--- src/sv/pfc_pkg.sv ---
// ----------------------------------------------------------------------------
// pfc_pkg
// shared types, codes and helper functions of the playfair stream engine
// ----------------------------------------------------------------------------
`default_nettype none

package pfc_pkg;

    // default depth of the command queue between front and back
    localparam int PFC_QUEUE_DEPTH = 2;

    // letter codes, A is 0
    localparam logic [4:0] LTR_I       = 5'd8;
    localparam logic [4:0] LTR_J       = 5'd9;
    localparam logic [4:0] LTR_X       = 5'd23;
    localparam logic [4:0] LAST_LETTER = 5'd25;
    localparam logic [4:0] SQUARE_CELLS = 5'd25;

    localparam logic [7:0] ASCII_UA   = 8'h41;
    localparam logic [7:0] ASCII_UZ   = 8'h5A;
    localparam logic [7:0] ASCII_LA   = 8'h61;
    localparam logic [7:0] ASCII_LZ   = 8'h7A;
    localparam logic [7:0] CASE_GAP   = 8'h20;

    typedef enum logic [2:0] {
        REQ_KEY_START  = 3'd0,
        REQ_KEY_BYTE   = 3'd1,
        REQ_KEY_FINISH = 3'd2,
        REQ_TEXT_BYTE  = 3'd3,
        REQ_END_TEXT   = 3'd4
    } req_type_t;

    typedef enum logic [2:0] {
        CMD_KEY_START,
        CMD_KEY_LETTER,
        CMD_KEY_FINISH,
        CMD_TEXT,
        CMD_END
    } cmd_op_t;

    // command from the front to the back
    typedef struct packed {
        cmd_op_t    op;
        logic [4:0] letter;
        logic       ins_x;
    } cmd_t;

    typedef enum logic [2:0] {
        BK_IDLE,
        BK_FILL,
        BK_LOOKUP,
        BK_EMIT_A,
        BK_EMIT_B,
        BK_STATUS
    } back_state_t;

    typedef struct packed {
        logic [2:0] row;
        logic [2:0] col;
    } cell_rc_t;

    // cell 0..24 split into row and column
    function automatic cell_rc_t pfc_split(input logic [4:0] pos);
        cell_rc_t   rc;
        logic [4:0] base;
        if (pos >= 5'd20) begin
            rc.row = 3'd4;
        end else if (pos >= 5'd15) begin
            rc.row = 3'd3;
        end else if (pos >= 5'd10) begin
            rc.row = 3'd2;
        end else if (pos >= 5'd5) begin
            rc.row = 3'd1;
        end else begin
            rc.row = 3'd0;
        end
        base   = {rc.row, 2'b00} + {2'b00, rc.row};
        rc.col = 3'(pos - base);
        return rc;
    endfunction

    function automatic logic [4:0] pfc_join(input logic [2:0] row, input logic [2:0] col);
        return {row, 2'b00} + {2'b00, row} + {2'b00, col};
    endfunction

    // +1 mod 5 to encrypt, +4 mod 5 to decrypt
    function automatic logic [2:0] pfc_step(input logic [2:0] v, input logic dec);
        logic [2:0] r;
        if (dec) begin
            r = (v == 3'd0) ? 3'd4 : v - 3'd1;
        end else begin
            r = (v == 3'd4) ? 3'd0 : v + 3'd1;
        end
        return r;
    endfunction

endpackage

`default_nettype wire

--- src/sv/playfair_cipher_stream.sv ---
// ----------------------------------------------------------------------------
// playfair_cipher_stream
// playfair cipher over a byte stream with a 5x5 key square built from key bytes
// ----------------------------------------------------------------------------
//
//  channel   direction  handshake            payload
//  s_        in         s_tvalid/s_tready    tuser req_type, tdata in_byte
//  m_        out        m_tvalid/m_tready    tdata out_char, tuser status, tlast
//  cfg_      in         cfg_valid/cfg_ready  cfg_data decrypt_mode
//
//  the front takes one request per cycle while the command queue has room
//  the back handles a key start, key letter, lone text letter or end of
//  text with nothing open in the idle state; a key finish is taken in idle,
//  then the fill state walks the alphabet; a letter pair goes through place
//  lookup, square lookup and then each output letter in turn through the
//  output register; a dropped odd tail goes through the status state
//  reset clears the build state; the square itself reads as the alphabet
//  until key letters overwrite it, through per-entry valid bits
//  a stalled m_ side holds the back, the queue then fills and drops s_tready
//
`default_nettype none

module playfair_cipher_stream #(
    parameter int QUEUE_DEPTH = pfc_pkg::PFC_QUEUE_DEPTH
) (
    input  wire logic        aclk,
    input  wire logic        aresetn,
    // request stream
    input  wire logic        s_tvalid,
    output logic             s_tready,
    input  wire logic [2:0]  s_tuser,   // [2:0] req_type
    input  wire logic [7:0]  s_tdata,   // [7:0] in_byte
    // result stream
    output logic             m_tvalid,
    input  wire logic        m_tready,
    output logic [7:0]       m_tdata,   // [7:0] out_char
    output logic [0:0]       m_tuser,   // [0] status, odd tail dropped
    output logic             m_tlast,   // last result of a request
    // mode register write
    input  wire logic        cfg_valid,
    output logic             cfg_ready,
    input  wire logic [0:0]  cfg_data   // [0] decrypt_mode
);
    import pfc_pkg::*;

    logic decrypt_mode_reg, decrypt_mode_next;
    logic q_push, q_full, q_pop, q_empty;
    cmd_t q_in, q_head;

    // mode register, always ready
    assign cfg_ready = 1'b1;

    always_comb begin
        decrypt_mode_next = decrypt_mode_reg;
        if (cfg_valid && cfg_ready) begin
            decrypt_mode_next = cfg_data[0];
        end
    end

    always_ff @(posedge aclk) begin
        if (!aresetn) begin
            decrypt_mode_reg <= 1'b0;
        end else begin
            decrypt_mode_reg <= decrypt_mode_next;
        end
    end

    // front: normalize letters, track previous letter for x insertion
    pfc_front u_front (
        .aclk         (aclk),
        .aresetn      (aresetn),
        .s_tvalid     (s_tvalid),
        .s_tready     (s_tready),
        .s_tuser      (s_tuser),
        .s_tdata      (s_tdata),
        .decrypt_mode (decrypt_mode_reg),
        .q_full       (q_full),
        .q_push       (q_push),
        .q_data       (q_in)
    );

    // command queue lets front and back stall on their own
    pfc_queue #(
        .DEPTH (QUEUE_DEPTH)
    ) u_queue (
        .aclk      (aclk),
        .aresetn   (aresetn),
        .push      (q_push),
        .push_data (q_in),
        .full      (q_full),
        .pop       (q_pop),
        .head      (q_head),
        .empty     (q_empty)
    );

    // back: square build, pair mapping, output register
    pfc_back u_back (
        .aclk         (aclk),
        .aresetn      (aresetn),
        .decrypt_mode (decrypt_mode_reg),
        .q_head       (q_head),
        .q_empty      (q_empty),
        .q_pop        (q_pop),
        .m_tvalid     (m_tvalid),
        .m_tready     (m_tready),
        .m_tdata      (m_tdata),
        .m_tuser      (m_tuser),
        .m_tlast      (m_tlast)
    );

endmodule

`default_nettype wire

--- src/sv/pfc_front.sv ---
// ----------------------------------------------------------------------------
// pfc_front
// takes input requests, normalizes letters, decides x insertion, queues commands
// ----------------------------------------------------------------------------
`default_nettype none

module pfc_front (
    input  wire logic          aclk,
    input  wire logic          aresetn,
    input  wire logic          s_tvalid,
    output logic               s_tready,
    input  wire logic [2:0]    s_tuser,
    input  wire logic [7:0]    s_tdata,
    input  wire logic          decrypt_mode,
    input  wire logic          q_full,
    output logic               q_push,
    output pfc_pkg::cmd_t      q_data
);
    import pfc_pkg::*;

    logic       accept;
    logic [7:0] up;
    logic [4:0] ofs;
    logic       is_ltr;
    logic [4:0] ltr;
    logic       prev_valid_reg, prev_valid_next;
    logic [4:0] prev_letter_reg, prev_letter_next;

    assign s_tready = !q_full;
    assign accept   = s_tvalid && s_tready;

    always_comb begin
        up = s_tdata;
        if (s_tdata >= ASCII_LA && s_tdata <= ASCII_LZ) begin
            up = s_tdata - CASE_GAP;
        end
        is_ltr = (up >= ASCII_UA) && (up <= ASCII_UZ);
        ofs    = 5'(up - ASCII_UA);
        ltr    = (ofs == LTR_J) ? LTR_I : ofs;
    end

    always_comb begin
        q_push           = 1'b0;
        q_data.op        = CMD_END;
        q_data.letter    = ltr;
        q_data.ins_x     = !decrypt_mode && prev_valid_reg && (prev_letter_reg == ltr);
        prev_valid_next  = prev_valid_reg;
        prev_letter_next = prev_letter_reg;
        case (s_tuser)
            REQ_KEY_START: begin
                q_data.op = CMD_KEY_START;
                q_push    = accept;
                if (accept) begin
                    prev_valid_next = 1'b0;
                end
            end
            REQ_KEY_BYTE: begin
                q_data.op = CMD_KEY_LETTER;
                q_push    = accept && is_ltr;
            end
            REQ_KEY_FINISH: begin
                q_data.op = CMD_KEY_FINISH;
                q_push    = accept;
            end
            REQ_TEXT_BYTE: begin
                q_data.op = CMD_TEXT;
                q_push    = accept && is_ltr;
                if (accept && is_ltr) begin
                    prev_valid_next  = 1'b1;
                    prev_letter_next = ltr;
                end
            end
            REQ_END_TEXT: begin
                q_data.op = CMD_END;
                q_push    = accept;
                if (accept) begin
                    prev_valid_next = 1'b0;
                end
            end
            default: begin
                q_push = 1'b0;
            end
        endcase
    end

    always_ff @(posedge aclk) begin
        if (!aresetn) begin
            prev_valid_reg <= 1'b0;
        end else begin
            prev_valid_reg <= prev_valid_next;
        end
        prev_letter_reg <= prev_letter_next;
    end

endmodule

`default_nettype wire

--- src/sv/pfc_queue.sv ---
// ----------------------------------------------------------------------------
// pfc_queue
// small command fifo between front and back
// ----------------------------------------------------------------------------
`default_nettype none

module pfc_queue #(
    parameter int DEPTH = pfc_pkg::PFC_QUEUE_DEPTH
) (
    input  wire logic          aclk,
    input  wire logic          aresetn,
    input  wire logic          push,
    input  pfc_pkg::cmd_t      push_data,
    output logic               full,
    input  wire logic          pop,
    output pfc_pkg::cmd_t      head,
    output logic               empty
);
    import pfc_pkg::*;

    localparam int PTR_W = (DEPTH > 1) ? $clog2(DEPTH) : 1;
    localparam int CNT_W = $clog2(DEPTH + 1);

    cmd_t               slot [DEPTH];
    logic [PTR_W-1:0]   wr_ptr_reg, wr_ptr_next;
    logic [PTR_W-1:0]   rd_ptr_reg, rd_ptr_next;
    logic [CNT_W-1:0]   count_reg, count_next;
    logic               do_push, do_pop;

    assign full    = (count_reg == CNT_W'(DEPTH));
    assign empty   = (count_reg == '0);
    assign head    = slot[rd_ptr_reg];
    assign do_push = push && !full;
    assign do_pop  = pop && !empty;

    always_comb begin
        wr_ptr_next = wr_ptr_reg;
        rd_ptr_next = rd_ptr_reg;
        count_next  = count_reg;
        if (do_push) begin
            wr_ptr_next = (wr_ptr_reg == PTR_W'(DEPTH - 1)) ? '0 : wr_ptr_reg + 1'b1;
        end
        if (do_pop) begin
            rd_ptr_next = (rd_ptr_reg == PTR_W'(DEPTH - 1)) ? '0 : rd_ptr_reg + 1'b1;
        end
        if (do_push && !do_pop) begin
            count_next = count_reg + 1'b1;
        end else if (do_pop && !do_push) begin
            count_next = count_reg - 1'b1;
        end
    end

    always_ff @(posedge aclk) begin
        if (!aresetn) begin
            wr_ptr_reg <= '0;
            rd_ptr_reg <= '0;
            count_reg  <= '0;
        end else begin
            wr_ptr_reg <= wr_ptr_next;
            rd_ptr_reg <= rd_ptr_next;
            count_reg  <= count_next;
        end
    end

    always_ff @(posedge aclk) begin
        if (do_push) begin
            slot[wr_ptr_reg] <= push_data;
        end
    end

endmodule

`default_nettype wire

--- src/sv/pfc_back.sv ---
// ----------------------------------------------------------------------------
// pfc_back
// key square build, pair lookup and result output register
// ----------------------------------------------------------------------------
`default_nettype none

module pfc_back (
    input  wire logic          aclk,
    input  wire logic          aresetn,
    input  wire logic          decrypt_mode,
    input  pfc_pkg::cmd_t      q_head,
    input  wire logic          q_empty,
    output logic               q_pop,
    output logic               m_tvalid,
    input  wire logic          m_tready,
    output logic [7:0]         m_tdata,
    output logic [0:0]         m_tuser,
    output logic               m_tlast
);
    import pfc_pkg::*;

    // reset contents of the square and the place table
    function automatic logic [4:0] ks_reset(input logic [4:0] pos);
        return (pos <= LTR_I) ? pos : pos + 5'd1;
    endfunction

    function automatic logic [4:0] lp_reset(input logic [4:0] l);
        return (l <= LTR_I) ? l : l - 5'd1;
    endfunction

    back_state_t state_reg, state_next;

    logic [4:0]  ks_mem [25];
    logic [4:0]  lp_mem [26];
    logic [24:0] ks_vld_reg, ks_vld_next;
    logic [25:0] lp_vld_reg, lp_vld_next;

    logic [25:0] used_reg, used_next;
    logic [4:0]  fill_reg, fill_next;
    logic [4:0]  fill_idx_reg, fill_idx_next;
    logic        half_valid_reg, half_valid_next;
    logic [4:0]  half_reg, half_next;

    logic        place_req, place_ok;
    logic [4:0]  place_ltr;

    logic        lp_rd_en, ks_rd_en;
    logic [4:0]  lp_addr_a, lp_addr_b;
    logic [4:0]  lp_rd_a_reg, lp_rd_b_reg;
    logic [4:0]  ks_addr_a, ks_addr_b;
    logic [4:0]  ks_rd_a_reg, ks_rd_b_reg;
    cell_rc_t    rc_a, rc_b;

    logic        can_load;
    logic        out_valid_reg, out_valid_next;
    logic [7:0]  out_char_reg, out_char_next;
    logic        out_status_reg, out_status_next;
    logic        out_last_reg, out_last_next;

    assign m_tvalid = out_valid_reg;
    assign m_tdata  = out_char_reg;
    assign m_tuser  = out_status_reg;
    assign m_tlast  = out_last_reg;
    assign can_load = !out_valid_reg || m_tready;

    assign place_ok = place_req && (fill_reg < SQUARE_CELLS) && !used_reg[place_ltr];

    // pair geometry from the registered place reads
    always_comb begin
        rc_a = pfc_split(lp_rd_a_reg);
        rc_b = pfc_split(lp_rd_b_reg);
        if (rc_a.row == rc_b.row) begin
            ks_addr_a = pfc_join(rc_a.row, pfc_step(rc_a.col, decrypt_mode));
            ks_addr_b = pfc_join(rc_b.row, pfc_step(rc_b.col, decrypt_mode));
        end else if (rc_a.col == rc_b.col) begin
            ks_addr_a = pfc_join(pfc_step(rc_a.row, decrypt_mode), rc_a.col);
            ks_addr_b = pfc_join(pfc_step(rc_b.row, decrypt_mode), rc_b.col);
        end else begin
            ks_addr_a = pfc_join(rc_a.row, rc_b.col);
            ks_addr_b = pfc_join(rc_b.row, rc_a.col);
        end
    end

    always_comb begin
        state_next      = state_reg;
        q_pop           = 1'b0;
        used_next       = used_reg;
        fill_next       = fill_reg;
        fill_idx_next   = fill_idx_reg;
        half_valid_next = half_valid_reg;
        half_next       = half_reg;
        place_req       = 1'b0;
        place_ltr       = q_head.letter;
        lp_rd_en        = 1'b0;
        ks_rd_en        = 1'b0;
        lp_addr_a       = half_reg;
        lp_addr_b       = q_head.letter;
        out_valid_next  = out_valid_reg && !m_tready;
        out_char_next   = out_char_reg;
        out_status_next = out_status_reg;
        out_last_next   = out_last_reg;

        case (state_reg)
            BK_IDLE: begin
                if (!q_empty) begin
                    q_pop = 1'b1;
                    case (q_head.op)
                        CMD_KEY_START: begin
                            used_next       = '0;
                            fill_next       = '0;
                            half_valid_next = 1'b0;
                        end
                        CMD_KEY_LETTER: begin
                            place_req = 1'b1;
                        end
                        CMD_KEY_FINISH: begin
                            fill_idx_next = '0;
                            state_next    = BK_FILL;
                        end
                        CMD_TEXT: begin
                            if (q_head.ins_x) begin
                                // x goes in ahead of the repeated letter
                                if (half_valid_reg) begin
                                    lp_addr_a = half_reg;
                                    lp_addr_b = LTR_X;
                                end else begin
                                    lp_addr_a = LTR_X;
                                    lp_addr_b = q_head.letter;
                                end
                                lp_rd_en        = 1'b1;
                                state_next      = BK_LOOKUP;
                                half_valid_next = half_valid_reg;
                                half_next       = q_head.letter;
                            end else if (half_valid_reg) begin
                                lp_rd_en        = 1'b1;
                                state_next      = BK_LOOKUP;
                                half_valid_next = 1'b0;
                            end else begin
                                half_valid_next = 1'b1;
                                half_next       = q_head.letter;
                            end
                        end
                        CMD_END: begin
                            half_valid_next = 1'b0;
                            if (half_valid_reg) begin
                                if (decrypt_mode) begin
                                    state_next = BK_STATUS;
                                end else begin
                                    lp_addr_b  = LTR_X;
                                    lp_rd_en   = 1'b1;
                                    state_next = BK_LOOKUP;
                                end
                            end
                        end
                        default: begin
                            q_pop = 1'b1;
                        end
                    endcase
                end
            end
            BK_FILL: begin
                place_req     = (fill_idx_reg != LTR_J);
                place_ltr     = fill_idx_reg;
                fill_idx_next = fill_idx_reg + 5'd1;
                if (fill_idx_reg == LAST_LETTER) begin
                    state_next = BK_IDLE;
                end
            end
            BK_LOOKUP: begin
                ks_rd_en   = 1'b1;
                state_next = BK_EMIT_A;
            end
            BK_EMIT_A: begin
                if (can_load) begin
                    out_valid_next  = 1'b1;
                    out_char_next   = ASCII_UA + {3'b000, ks_rd_a_reg};
                    out_status_next = 1'b0;
                    out_last_next   = 1'b0;
                    state_next      = BK_EMIT_B;
                end
            end
            BK_EMIT_B: begin
                if (can_load) begin
                    out_valid_next  = 1'b1;
                    out_char_next   = ASCII_UA + {3'b000, ks_rd_b_reg};
                    out_status_next = 1'b0;
                    out_last_next   = 1'b1;
                    state_next      = BK_IDLE;
                end
            end
            BK_STATUS: begin
                if (can_load) begin
                    out_valid_next  = 1'b1;
                    out_char_next   = '0;
                    out_status_next = 1'b1;
                    out_last_next   = 1'b1;
                    state_next      = BK_IDLE;
                end
            end
            default: begin
                state_next = BK_IDLE;
            end
        endcase

        ks_vld_next = ks_vld_reg;
        lp_vld_next = lp_vld_reg;
        if (place_ok) begin
            used_next              = used_reg | (26'd1 << place_ltr);
            fill_next              = fill_reg + 5'd1;
            ks_vld_next[fill_reg]  = 1'b1;
            lp_vld_next[place_ltr] = 1'b1;
        end
    end

    always_ff @(posedge aclk) begin
        if (!aresetn) begin
            state_reg <= BK_IDLE;
        end else begin
            state_reg <= state_next;
        end
    end

    always_ff @(posedge aclk) begin
        if (!aresetn) begin
            used_reg       <= '0;
            fill_reg       <= '0;
            fill_idx_reg   <= '0;
            half_valid_reg <= 1'b0;
            ks_vld_reg     <= '0;
            lp_vld_reg     <= '0;
            out_valid_reg  <= 1'b0;
        end else begin
            used_reg       <= used_next;
            fill_reg       <= fill_next;
            fill_idx_reg   <= fill_idx_next;
            half_valid_reg <= half_valid_next;
            ks_vld_reg     <= ks_vld_next;
            lp_vld_reg     <= lp_vld_next;
            out_valid_reg  <= out_valid_next;
        end
        half_reg       <= half_next;
        out_char_reg   <= out_char_next;
        out_status_reg <= out_status_next;
        out_last_reg   <= out_last_next;
    end

    // square and place memories, one write and two registered reads each
    always_ff @(posedge aclk) begin
        if (place_ok) begin
            ks_mem[fill_reg]  <= place_ltr;
            lp_mem[place_ltr] <= fill_reg;
        end
        if (lp_rd_en) begin
            lp_rd_a_reg <= lp_vld_reg[lp_addr_a] ? lp_mem[lp_addr_a] : lp_reset(lp_addr_a);
            lp_rd_b_reg <= lp_vld_reg[lp_addr_b] ? lp_mem[lp_addr_b] : lp_reset(lp_addr_b);
        end
        if (ks_rd_en) begin
            ks_rd_a_reg <= ks_vld_reg[ks_addr_a] ? ks_mem[ks_addr_a] : ks_reset(ks_addr_a);
            ks_rd_b_reg <= ks_vld_reg[ks_addr_b] ? ks_mem[ks_addr_b] : ks_reset(ks_addr_b);
        end
    end

endmodule

`default_nettype wire

--- config.mk ---
export PLATFORM = sky130hd
export DESIGN_NAME = playfair_cipher_stream
export DESIGN_NICKNAME = d
export VERILOG_FILES = /design/src/sv/pfc_pkg.sv /design/src/sv/playfair_cipher_stream.sv /design/src/sv/pfc_front.sv /design/src/sv/pfc_queue.sv /design/src/sv/pfc_back.sv
export SDC_FILE = /design/constraint.sdc
export NUM_CORES = 1
export LEC_CHECK = 0
export BUFFER_PORTS_ARGS = -buffer_cell sky130_fd_sc_hd__buf_2
export CORE_ASPECT_RATIO = 1.25
export CORE_MARGIN = 2
export CORE_UTILIZATION = 58
export DETAILED_ROUTE_END_ITERATION = 16
export PLACE_DENSITY = 0.77
export REMOVE_ABC_BUFFERS = 1
export SLEW_MARGIN = 20
export SYNTH_ARGS = -nofsm -noshare
export SYNTH_HDL_FRONTEND = slang
export SYNTH_SLANG_ARGS = --single-unit
--- constraint.sdc ---
create_clock -name aclk -period 5.83 [get_ports aclk]
set_input_delay 0.2915 -clock aclk [delete_from_list [all_inputs] [get_ports aclk]]
set_output_delay 0.2915 -clock aclk [all_outputs]
set_load 0.01 [all_outputs]
* Word-level counts from Yosys, hierarchy flattened *
Memories as Yosys holds them, arrays and structs flattened. A register that Yosys moved wholly into a read port is not among the register bits.
Index checks and enable logic that the tools add are counted.

storage, ports and cells
  bits in registers = 138
  RAM bits = 273
  input bits = 17
  memories kept = 3

operators by class
  add/sub/neg operators = 34
  magnitude comparators = 25
  equal/unequal tests = 40
  shift operators = 1
  muxes and demuxes = 131
  bitwise logic cells = 4
  reduce and logical (&&, ||, !) cells = 58

memories
  name           depth  bits a word  rd ports  clocked after Yosys merged registers in  wr ports  RTL line         source
  u_back.lp_mem  26     5            2         0                                        1         pfc_back.sv:34   logic [4:0] lp_mem [26];
  u_back.ks_mem  25     5            2         0                                        1         pfc_back.sv:33   logic [4:0] ks_mem [25];
  u_queue.slot   2      9            1         1                                        1         pfc_queue.sv:24  cmd_t slot [DEPTH];

operator list
  kind                  number
  $mux 5                33
  $mux 26               4
  $mux 3                32
  $or 26x26->26         2
  $add 5x3->5           10
  $lt 5x6->1 const B    6
  $mux 1                36
  $mux 8                4
  $shl 1x5->26 const A  1
  $bmux 1 s5            5
  $or 25x25->25         1
  $eq 3x3->1 const B    8
  $pmux 8 s3            1
  $logic_not 3->1       7
  $add 5x1->5 const B   4
  $ge 5x4->1 const B    4
  $le 5x4->1 const B    4
  $pmux 5 s2            2
  $eq 3x2->1 const B    6
  $add 7x5->8 const A   2
  $ge 8x7->1 const B    2
  $le 8x7->1 const B    2
  $ne 2x1->1 const B    8
  $reduce_bool 2->1     8
  41 further kinds      101

* Longest topological paths before layout *
Gate-level depths: netlist (run 1).

  word-level depth = 17
  mapped depth = 29
  gate-level depth less buffers = 25

* Hierarchy *
Synthesis (run 1) repeated with hierarchy kept, for this count alone.

unflattened totals
  cell total of the unflattened synthesis = 2149
  area total of the unflattened synthesis = 22477.8 sq um

by module, submodules not included
  module                  instances  cells each  area an instance (sq um)  sequential area each (sq um)
  pfc_back                1          2029        20976.4                   10520.1
  pfc_queue               1          54          874.6                     640.6
  pfc_front               1          61          579.3                     170.2
  playfair_cipher_stream  1          5           47.5                      20.0

* Least setup slack after synthesis (run 1) *
OpenSTA, ideal clock, no wires.

  kind = reg-to-reg
  start = register u_back.lp_rd_b_reg[1]
  end = register u_back.ks_rd_b_reg[3] (data pin)
  setup time = 0.260 ns
  data arrival time = 5.598 ns
  data required time = 5.570 ns
  slack = -0.028 ns
  stages on the path, launching flop included = 23
  buffers on the path = 1
  clock period less this slack = 5.858 ns
  path through = edfxtp_1 -> or3b_1 -> o311ai_1 -> o21ai_1 -> inv_1 -> ha_1 -> inv_1 -> fa_1 -> and3_1 -> a311o_1 -> nor3_4 -> inv_4 -> fa_1 -> fa_1 -> a21oi_2 -> o31ai_4 -> buf_6 -> mux2_1 -> nor2_1 -> a2111oi_4 -> o31ai_2 -> o31ai_4 -> mux2_4

on the way
  longest elaborated chain between the ends = 17
  elaborated cells between the ends (all ways) = 42

RTL lines
  what                                                    RTL line                         source
  from (decl)                                             pfc_back.sv:49                   logic [4:0] lp_rd_a_reg, lp_rd_b_reg;
  from (signal assigned)                                  pfc_back.sv:255                  lp_rd_b_reg <= lp_vld_reg[lp_addr_b] ? lp_mem[lp_addr_b] : lp_reset(lp_addr_b);
  branches (longest 13 deep; another with $ge 5x3->1)     --
  $mux 5 (*)                                              pfc_back.sv:72                   if (rc_a.row == rc_b.row) begin
  $bmux 1 s5 (tied with other cells)                      pfc_back.sv:259                  ks_rd_b_reg <= ks_vld_reg[ks_addr_b] ? ks_mem[ks_addr_b] : ks_reset(ks_addr_b);
  $mux 1 (implied by the code) or $mux 5 (tied branches)  pfc_back.sv:259, pfc_back.sv:24
  $mux 5 (*)                                              pfc_back.sv:259
  to (signal assigned)                                    pfc_back.sv:259
  to (decl)                                               pfc_back.sv:51                   logic [4:0] ks_rd_a_reg, ks_rd_b_reg;

Every way passes the cells marked *. The select of a mux whose other input is x is not followed.
A chain may end at the register's enable or synchronous reset.

* Worst setup path in the final report (run 1) *
  start = register u_back.lp_rd_b_reg[3]
  end = register u_back.ks_rd_b_reg[0] (data pin)

on the way
  longest elaborated chain between the ends = 17
  elaborated cells between the ends (all ways) = 42

RTL lines
  what                                                    RTL line                         source
  $ge 5x3->1                                              pfc_pkg.sv:72                    end else if (pos >= 5'd5) begin
  $mux 1                                                  pfc_pkg.sv:72
  $mux 3                                                  pfc_pkg.sv:70                    end else if (pos >= 5'd10) begin
  $mux 3                                                  pfc_pkg.sv:68                    end else if (pos >= 5'd15) begin
  $mux 3 (*)                                              pfc_pkg.sv:66                    if (pos >= 5'd20) begin
  branches (longest 8 deep; another with $add 5x3->5)     --
  $mux 5 (*)                                              pfc_back.sv:72
  $bmux 1 s5 (tied with other cells)                      pfc_back.sv:259
  $mux 1 (implied by the code) or $mux 5 (tied branches)  pfc_back.sv:259, pfc_back.sv:24
  $mux 5 (*)                                              pfc_back.sv:259

Marks and branches as above.

==> flow_metrics.env, run 1 <==
export IMPL_outcome="complete, no violations"
export IMPL_drc=0
export IMPL_rsz0062_at_grt="true"
export IMPL_cts_sinks=411
export IMPL_detail_route_iter0_violations=1939
export IMPL_mostFrequentLayoutCells="edfxtp_1 (312), nand2_1 (299), mux2i_1 (168)"
export IMPL_multi_input_area_um2=10300
export IMPL_post_route_min_period_ps=5680
export IMPL_ios=30
export IMPL_drv_cap=0
export IMPL_cts_buffers_inserted=41
export IMPL_core_area_um2=38100
export IMPL_viasPerCell=6.63
export IMPL_route_antenna_remaining_nets=0
export IMPL_initial_core_util_pct=58.7
export IMPL_hold_depth=3
export IMPL_synth_avg_cell_area_um2=10.6
export IMPL_clockRootBuffer="clkbuf_16"
export IMPL_largest_registers="u_back.lp_mem: 130 flops, u_back.ks_mem: 125 flops"
export IMPL_grt_max_degree=73
export IMPL_cts_tree="built"
export IMPL_grt_pass1_wl_um=98500
export IMPL_hold_viol=0
export IMPL_dp_final_hpwl_um=42800
export IMPL_clk_latency_ps=560
export IMPL_synth_cell_types=95
export IMPL_port_buffers=27
export IMPL_wl_per_cell_um=24.2
export IMPL_end_kind="register"
export IMPL_place_gp_congestion=0.998
export IMPL_routed_wl_um=64600
export IMPL_grt_ovfl_total=0
export IMPL_drt_pass1_iter_count=8
export IMPL_die_area_um2=40200
export IMPL_ys_ff_latch=411
export IMPL_die_h_um=224
export IMPL_maxSlewHeadroom_pct=26.7
export IMPL_grt_pass1_vias=17500
export IMPL_total_power_uw=8720
export IMPL_largest_reg_flops=130
export IMPL_startpoint_type="register"
export IMPL_ff_latch_area_um2=11400
export IMPL_period_share_pct=97.4
export IMPL_layout_commonest_cell="edfxtp_1"
export IMPL_synth_ff_type="edfxtp_1"
export IMPL_fp_dieW_um=180
export IMPL_synthArstFlopShare_pct=0
export IMPL_fill_cells=2899
export IMPL_regMostFlops="u_back.lp_mem"
export IMPL_dpl_cell_area_um2=23300
export IMPL_holdCritPathClass="in -> reg"
export IMPL_vias=17700
export IMPL_vdd_drop_max_mv=0.353
export IMPL_grt_util_all_layers_pct=31.3
export IMPL_leakage_uw=0.00916
export IMPL_clock_skew_ps=22.1
export IMPL_crit_fanout=10
export IMPL_syn_area_um2=22400
export IMPL_clkTransAtPathRegs_ps=60
export IMPL_worst_pin_slew_ps=1100
export IMPL_ys_warn_count=0
export IMPL_h_tree_depth=2
export IMPL_clockBufferDepth=3
export IMPL_synth_edff_count=312
export IMPL_rows=80
export IMPL_antenna_found_initial=0
export IMPL_rr_worst_depth=24
export IMPL_area_growth_pct=11.5
export IMPL_fmax_mhz=176
export IMPL_worstPathRequired_ps=6140
export IMPL_drive_gt1_share_pct=12.8
export IMPL_antenna_cells=0
export IMPL_drv_slew=0
export IMPL_cellPowerDensity_nw_per_um2=349
export IMPL_path_class="reg -> reg"
export IMPL_crit_arrival_ps=5980
export IMPL_syn_inst=2115
export IMPL_nNetsFinal=2230
export IMPL_stdcell_area_um2=25000
export IMPL_ys_seq_area_share_pct=50.7
export IMPL_setup_violations=0
==> report_power, final <==
part	internal [uW]	switching, uW
Clock	1640	1130
Combinational	817	1680
Sequential	3400	50.6
Total	5850	2870
==> synth_stat cells, drive strengths merged, types with 24 or more instances <==
master / n / area, um2
o221ai: 35 / 307
o21ai: 76 / 388
a211oi: 54 / 423
edfxtp: 312 / 9370
buf: 59 / 337
o21a: 81 / 608
mux2i: 173 / 1730
xnor2: 27 / 236
a21oi: 81 / 409
clkbuf: 73 / 274
inv: 65 / 249
nor2: 129 / 497
nand2: 301 / 1130
a31oi: 30 / 209
o22ai: 24 / 150
nand3: 125 / 631
dfxtp: 99 / 1980
ha: 53 / 663
==> path summary, 6_finish.rpt <==
check | to | slack [ps] | start
max | u_back.ks_rd_b_reg[0]$_DFFE_PN_ | 150 | u_back.lp_rd_b_reg[3]$_DFFE_PP_
min reg2reg | u_back.used_reg[3]$_SDFFE_PN0P_ | 460 | u_back.used_reg[3]$_SDFFE_PN0P_
min | decrypt_mode_reg$_SDFFE_PN0P_ | 20 | cfg_valid
max reg2reg | u_back.ks_rd_b_reg[0]$_DFFE_PN_ | 150 | u_back.lp_rd_b_reg[3]$_DFFE_PP_
==> cell families (layout without fill, tap and decap cells) <==
family	after synthesis	in the layout	share of synthesized area (%)
other	2	2	0.0335
AND/OR/NAND/NOR	702	702	14.5
buffers and inverters	200	268	3.89
flip-flops	411	411	50.7
AO/OA/AOI/OAI	488	488	15.5
XOR/XNOR	44	44	1.75
multiplexers	204	204	9.76
adder cells (fa/ha/maj)	64	64	3.90
==> routing by layer <==
metal  global-route usage, %  routed length [um]
met5                       0                   0
met4                    17.8                4000
met3                    4.80                4910
met2                    54.4               31900
met1                    37.0               23800
==> per-stage QoR <==
step	TNS, ps	util (%)	worst slack [ps]	std cells	hold slack (ps)
finish	0	65.5	150	2675	19.7
global route	-349	65.5	-83.8	2675	47.0
CTS	0	64.8	8.41	2659	7.19
detailed placement	0	61.0	27.3	2581	450
global placement	0	61.0	87.4	2581	441
floorplan	-12500	-	-1280	1983	390
==> worst max-delay path, cell delays in order (launching register included) <==
cell and delay, ps:
edfxtp_1 430, or3b_1 380, o311ai_2 80, o21ai_1 130
inv_1 90, ha_1 140, inv_1 50, fa_2 340
and3_1 150, a311o_1 300, nor3_4 260, inv_4 90
fa_1 500, fa_1 570, a21oi_2 60, o31ai_4 320
buf_12 170, buf_12 110, buf_12 120, mux2_1 320
nor2_1 90, a211oi_1 50, or4_1 480, nand3_1 100
mux2i_1 80
==> layout make-up <==
class,count,share of cell area [%]
Clock buffer,62,5.05
Tap cell,492,2.46
Clock inverter,14,0.636
Multi-Input combinational cell,1504,41.4
Inverter,68,1.04
Timing Repair Buffer,124,3.97
Sequential cell,411,45.4
==> timing repair <==
item / in CTS / in global routing
buffers inserted: 0 / 15
hold endpoints to repair: 3 / 0
resized for setup: 0 / 28
endpoints found under the setup margin: 0 / 10
hold buffers: 2 / 0
Power figures use the tool's default switching activity.
==> inputs of run 2 (changes only) <==
Settings changed: CORE_MARGIN 2 to default.
==> run 2 against run 1 <==
Wire length shrank 2.3%. First-iteration DRC count up 4.2%. Maximum frequency is 1.6% lower. Core utilization grew 0.41 points. Clock skew rose by 10 ps. Flip-flop and latch count is the same. Critical path type unchanged. Largest power group unchanged.
==> flow_metrics.env, run 2 (synthesis results as in run 1) <==
export IMPL_ios=30
export IMPL_initial_core_util_pct=58.7
export IMPL_regMostFlops="u_back.lp_mem"
export IMPL_drive_gt1_share_pct=13.4
export IMPL_vdd_drop_max_mv=0.282
export IMPL_grt_util_all_layers_pct=31.9
export IMPL_path_class="reg -> reg"
export IMPL_dp_final_hpwl_um=42100
export IMPL_cp_top_family="adder cells"
export IMPL_antenna_found_initial=0
export IMPL_drt_pass1_iter_count=6
export IMPL_post_route_min_period_ps=5770
export IMPL_pwr_share_comb_pct=28.0
export IMPL_fmax_mhz=173
export IMPL_rr_worst_depth=23
export IMPL_wl_per_cell_um=23.6
export IMPL_p_clk_share_pct=32.9
export IMPL_path_depth=23
export IMPL_route_antenna_remaining_nets=0
export IMPL_drc=0
export IMPL_clk_latency_ps=570
export IMPL_viasPerCell=6.65
export IMPL_detail_route_iter0_violations=2021
export IMPL_area_growth_pct=12.2
export IMPL_place_gp_congestion=0.952
export IMPL_cp_slowest_cell="fa_2"
export IMPL_setup_violations=0
export IMPL_timing_rr_start="u_back.lp_rd_b_reg[3]$_DFFE_PP_"
export IMPL_vias=17800
export IMPL_crit_fanout=7
export IMPL_p_sw_uw=2870
export IMPL_crit_arrival_ps=6100
export IMPL_port_buffers=27
export IMPL_largest_registers="u_back.lp_mem: 130 flops, u_back.ks_mem: 125 flops"
export IMPL_clkTransAtPathRegs_ps=60
export IMPL_nNetsFinal=2228
export IMPL_fin_util_pct=65.9
export IMPL_outcome="complete, no violations"
export IMPL_clock_skew_ps=32.2
export IMPL_holdCritPathClass="in -> reg"
export IMPL_hold_depth=3
export IMPL_path_buf_inv=6
export IMPL_hold_viol=0
export IMPL_grt_pass1_wl_um=96300
export IMPL_drv_cap=0
export IMPL_routed_wl_um=63100
export IMPL_layout_commonest_cell="edfxtp_1"
export IMPL_drv_slew=0
export IMPL_largest_reg_flops=130
export IMPL_cellInternalPower_uw=5980
export IMPL_cts_sinks=411
export IMPL_cellPowerDensity_nw_per_um2=352
export IMPL_grt_pass1_vias=17600
export IMPL_fill_cells=2869
export IMPL_hold_path_startpoint="cfg_valid"
export IMPL_leakage_uw=0.00922
export IMPL_fp_dieW_um=178
export IMPL_rsz0062_at_grt="true"
export IMPL_die_area_um2=39400
export IMPL_seqPwrFrac_pct=39.1
export IMPL_mostFrequentLayoutCells="edfxtp_1 (312), nand2_1 (299), mux2i_1 (168)"
export IMPL_crit_path_start="u_back.lp_rd_b_reg[3]$_DFFE_PP_"
export IMPL_fin_tns_setup_ps=0
export IMPL_h_tree_depth=2
export IMPL_swShare_pct=32.4
export IMPL_period_share_pct=99.0
export IMPL_rows=80
export IMPL_cpPeakStageDelay_ps=600
export IMPL_core_area_um2=38100
export IMPL_cts_tree="built"
export IMPL_worst_pin_slew_ps=1200
export IMPL_cp_cell_sequence="or3b_4 -> o311ai_4 -> o21ai_2 -> inv_2 -> ha_4 -> inv_2 -> fa_2 -> and3_4 -> a311o_1 -> nor3_4 -> inv_4 -> fa_1 -> fa_2 -> a21oi_4 -> o31ai_4 -> buf_12 -> buf_8 -> buf_6 -> mux2i_4 -> nor4_4 -> o31ai_2 -> o31ai_4 -> mux2_4"
export IMPL_startpoint_type="register"
export IMPL_antenna_cells=0
export IMPL_end_kind="register"
export IMPL_clockBufferDepth=3
export IMPL_worstPathRequired_ps=6150
export IMPL_maxSlewHeadroom_pct=20.1
export IMPL_die_h_um=222
export IMPL_cts_buffers_inserted=41
export IMPL_grt_max_degree=73
export IMPL_clockRootBuffer="clkbuf_16"
export IMPL_multi_input_area_um2=10400
export IMPL_ff_latch_area_um2=11400
export IMPL_grt_ovfl_total=0
[run 2: changes by cell type in the layout (fill, tap and decap cells not counted), moves of 3 or more]
cell	before	now
buf_6	5	2
bufinv_16	3	6
clkbuf_1	11	2
clkinv_2	4	8
inv_1	55	52
inv_2	8	11
[run 2: final cells by class]
type	count	area share, %
Sequential cell	411	45.2
Multi-Input combinational cell	1504	41.3
Clock buffer	53	4.88
Timing Repair Buffer	122	3.99
Tap cell	492	2.45
Clock inverter	23	1.18
Inverter	68	1.04
[run 2: worst paths after layout]
check / endpoint / slack, ps
hold reg to reg: u_back.used_reg[9]$_SDFFE_PN0P_ / 460
setup / recovery: u_back.ks_rd_b_reg[3]$_DFFE_PN_ / 60
setup reg to reg: u_back.ks_rd_b_reg[3]$_DFFE_PN_ / 60
hold / removal: decrypt_mode_reg$_SDFFE_PN0P_ / 20
[run 2: layer usage]
layer  part of all wire [%]  vias to the layer above  track usage (%)
met2                     48                      981             53.3
met5                      0                        -                0
li1                       -                     7957                -
met1                     36                     8569             37.8
met3                    8.5                      277             5.54
met4                    7.4                        0             19.9
[run 2: power groups by stage]
| stage | logic (uW) | clock network [uW] | registers, uW |
|---|---|---|---|
| 2_1_floorplan | 1460 | 0 | 3530 |
| 3_3_place_gp | 2260 | 0 | 3520 |
| 3_5_place_dp | 2310 | 0 | 3520 |
| 4_1_cts | 2330 | 2930 | 3460 |
| 5_1_grt | 2630 | 3050 | 3470 |
| 6_report | 2480 | 2910 | 3460 |
[run 2: worst min-delay path, cell delays in order]
cell and delay (ps):
buf_2 90, mux2i_1 60, nor2b_1 90
[run 2: per-stage QoR]
step | cells | hold WS, ps | worst slack, ps | power [uW] | cell area [um2]
3_3_place_gp | 2573 | 442 | 148 | 5780 | 23200
6_report | 2673 | 20.6 | 55.9 | 8850 | 25100
2_1_floorplan | 1983 | 390 | -1280 | 4990 | 21800
3_5_place_dp | 2573 | 452 | -44.5 | 5830 | 23200
5_1_grt | 2673 | 96.2 | -111 | 9150 | 25100
4_1_cts | 2652 | 10.9 | 15.2 | 8720 | 24700
[run 2: what timing repair did]
item | 4_1_cts | 5_1_grt
cloned | 0 | 2
hold endpoints to repair | 3 | 0
gates resized for setup | 0 | 44
hold buffers | 2 | 0
pin swaps | 0 | 8
setup endpoints to repair | 1 | 10
setup buffers | 1 | 20
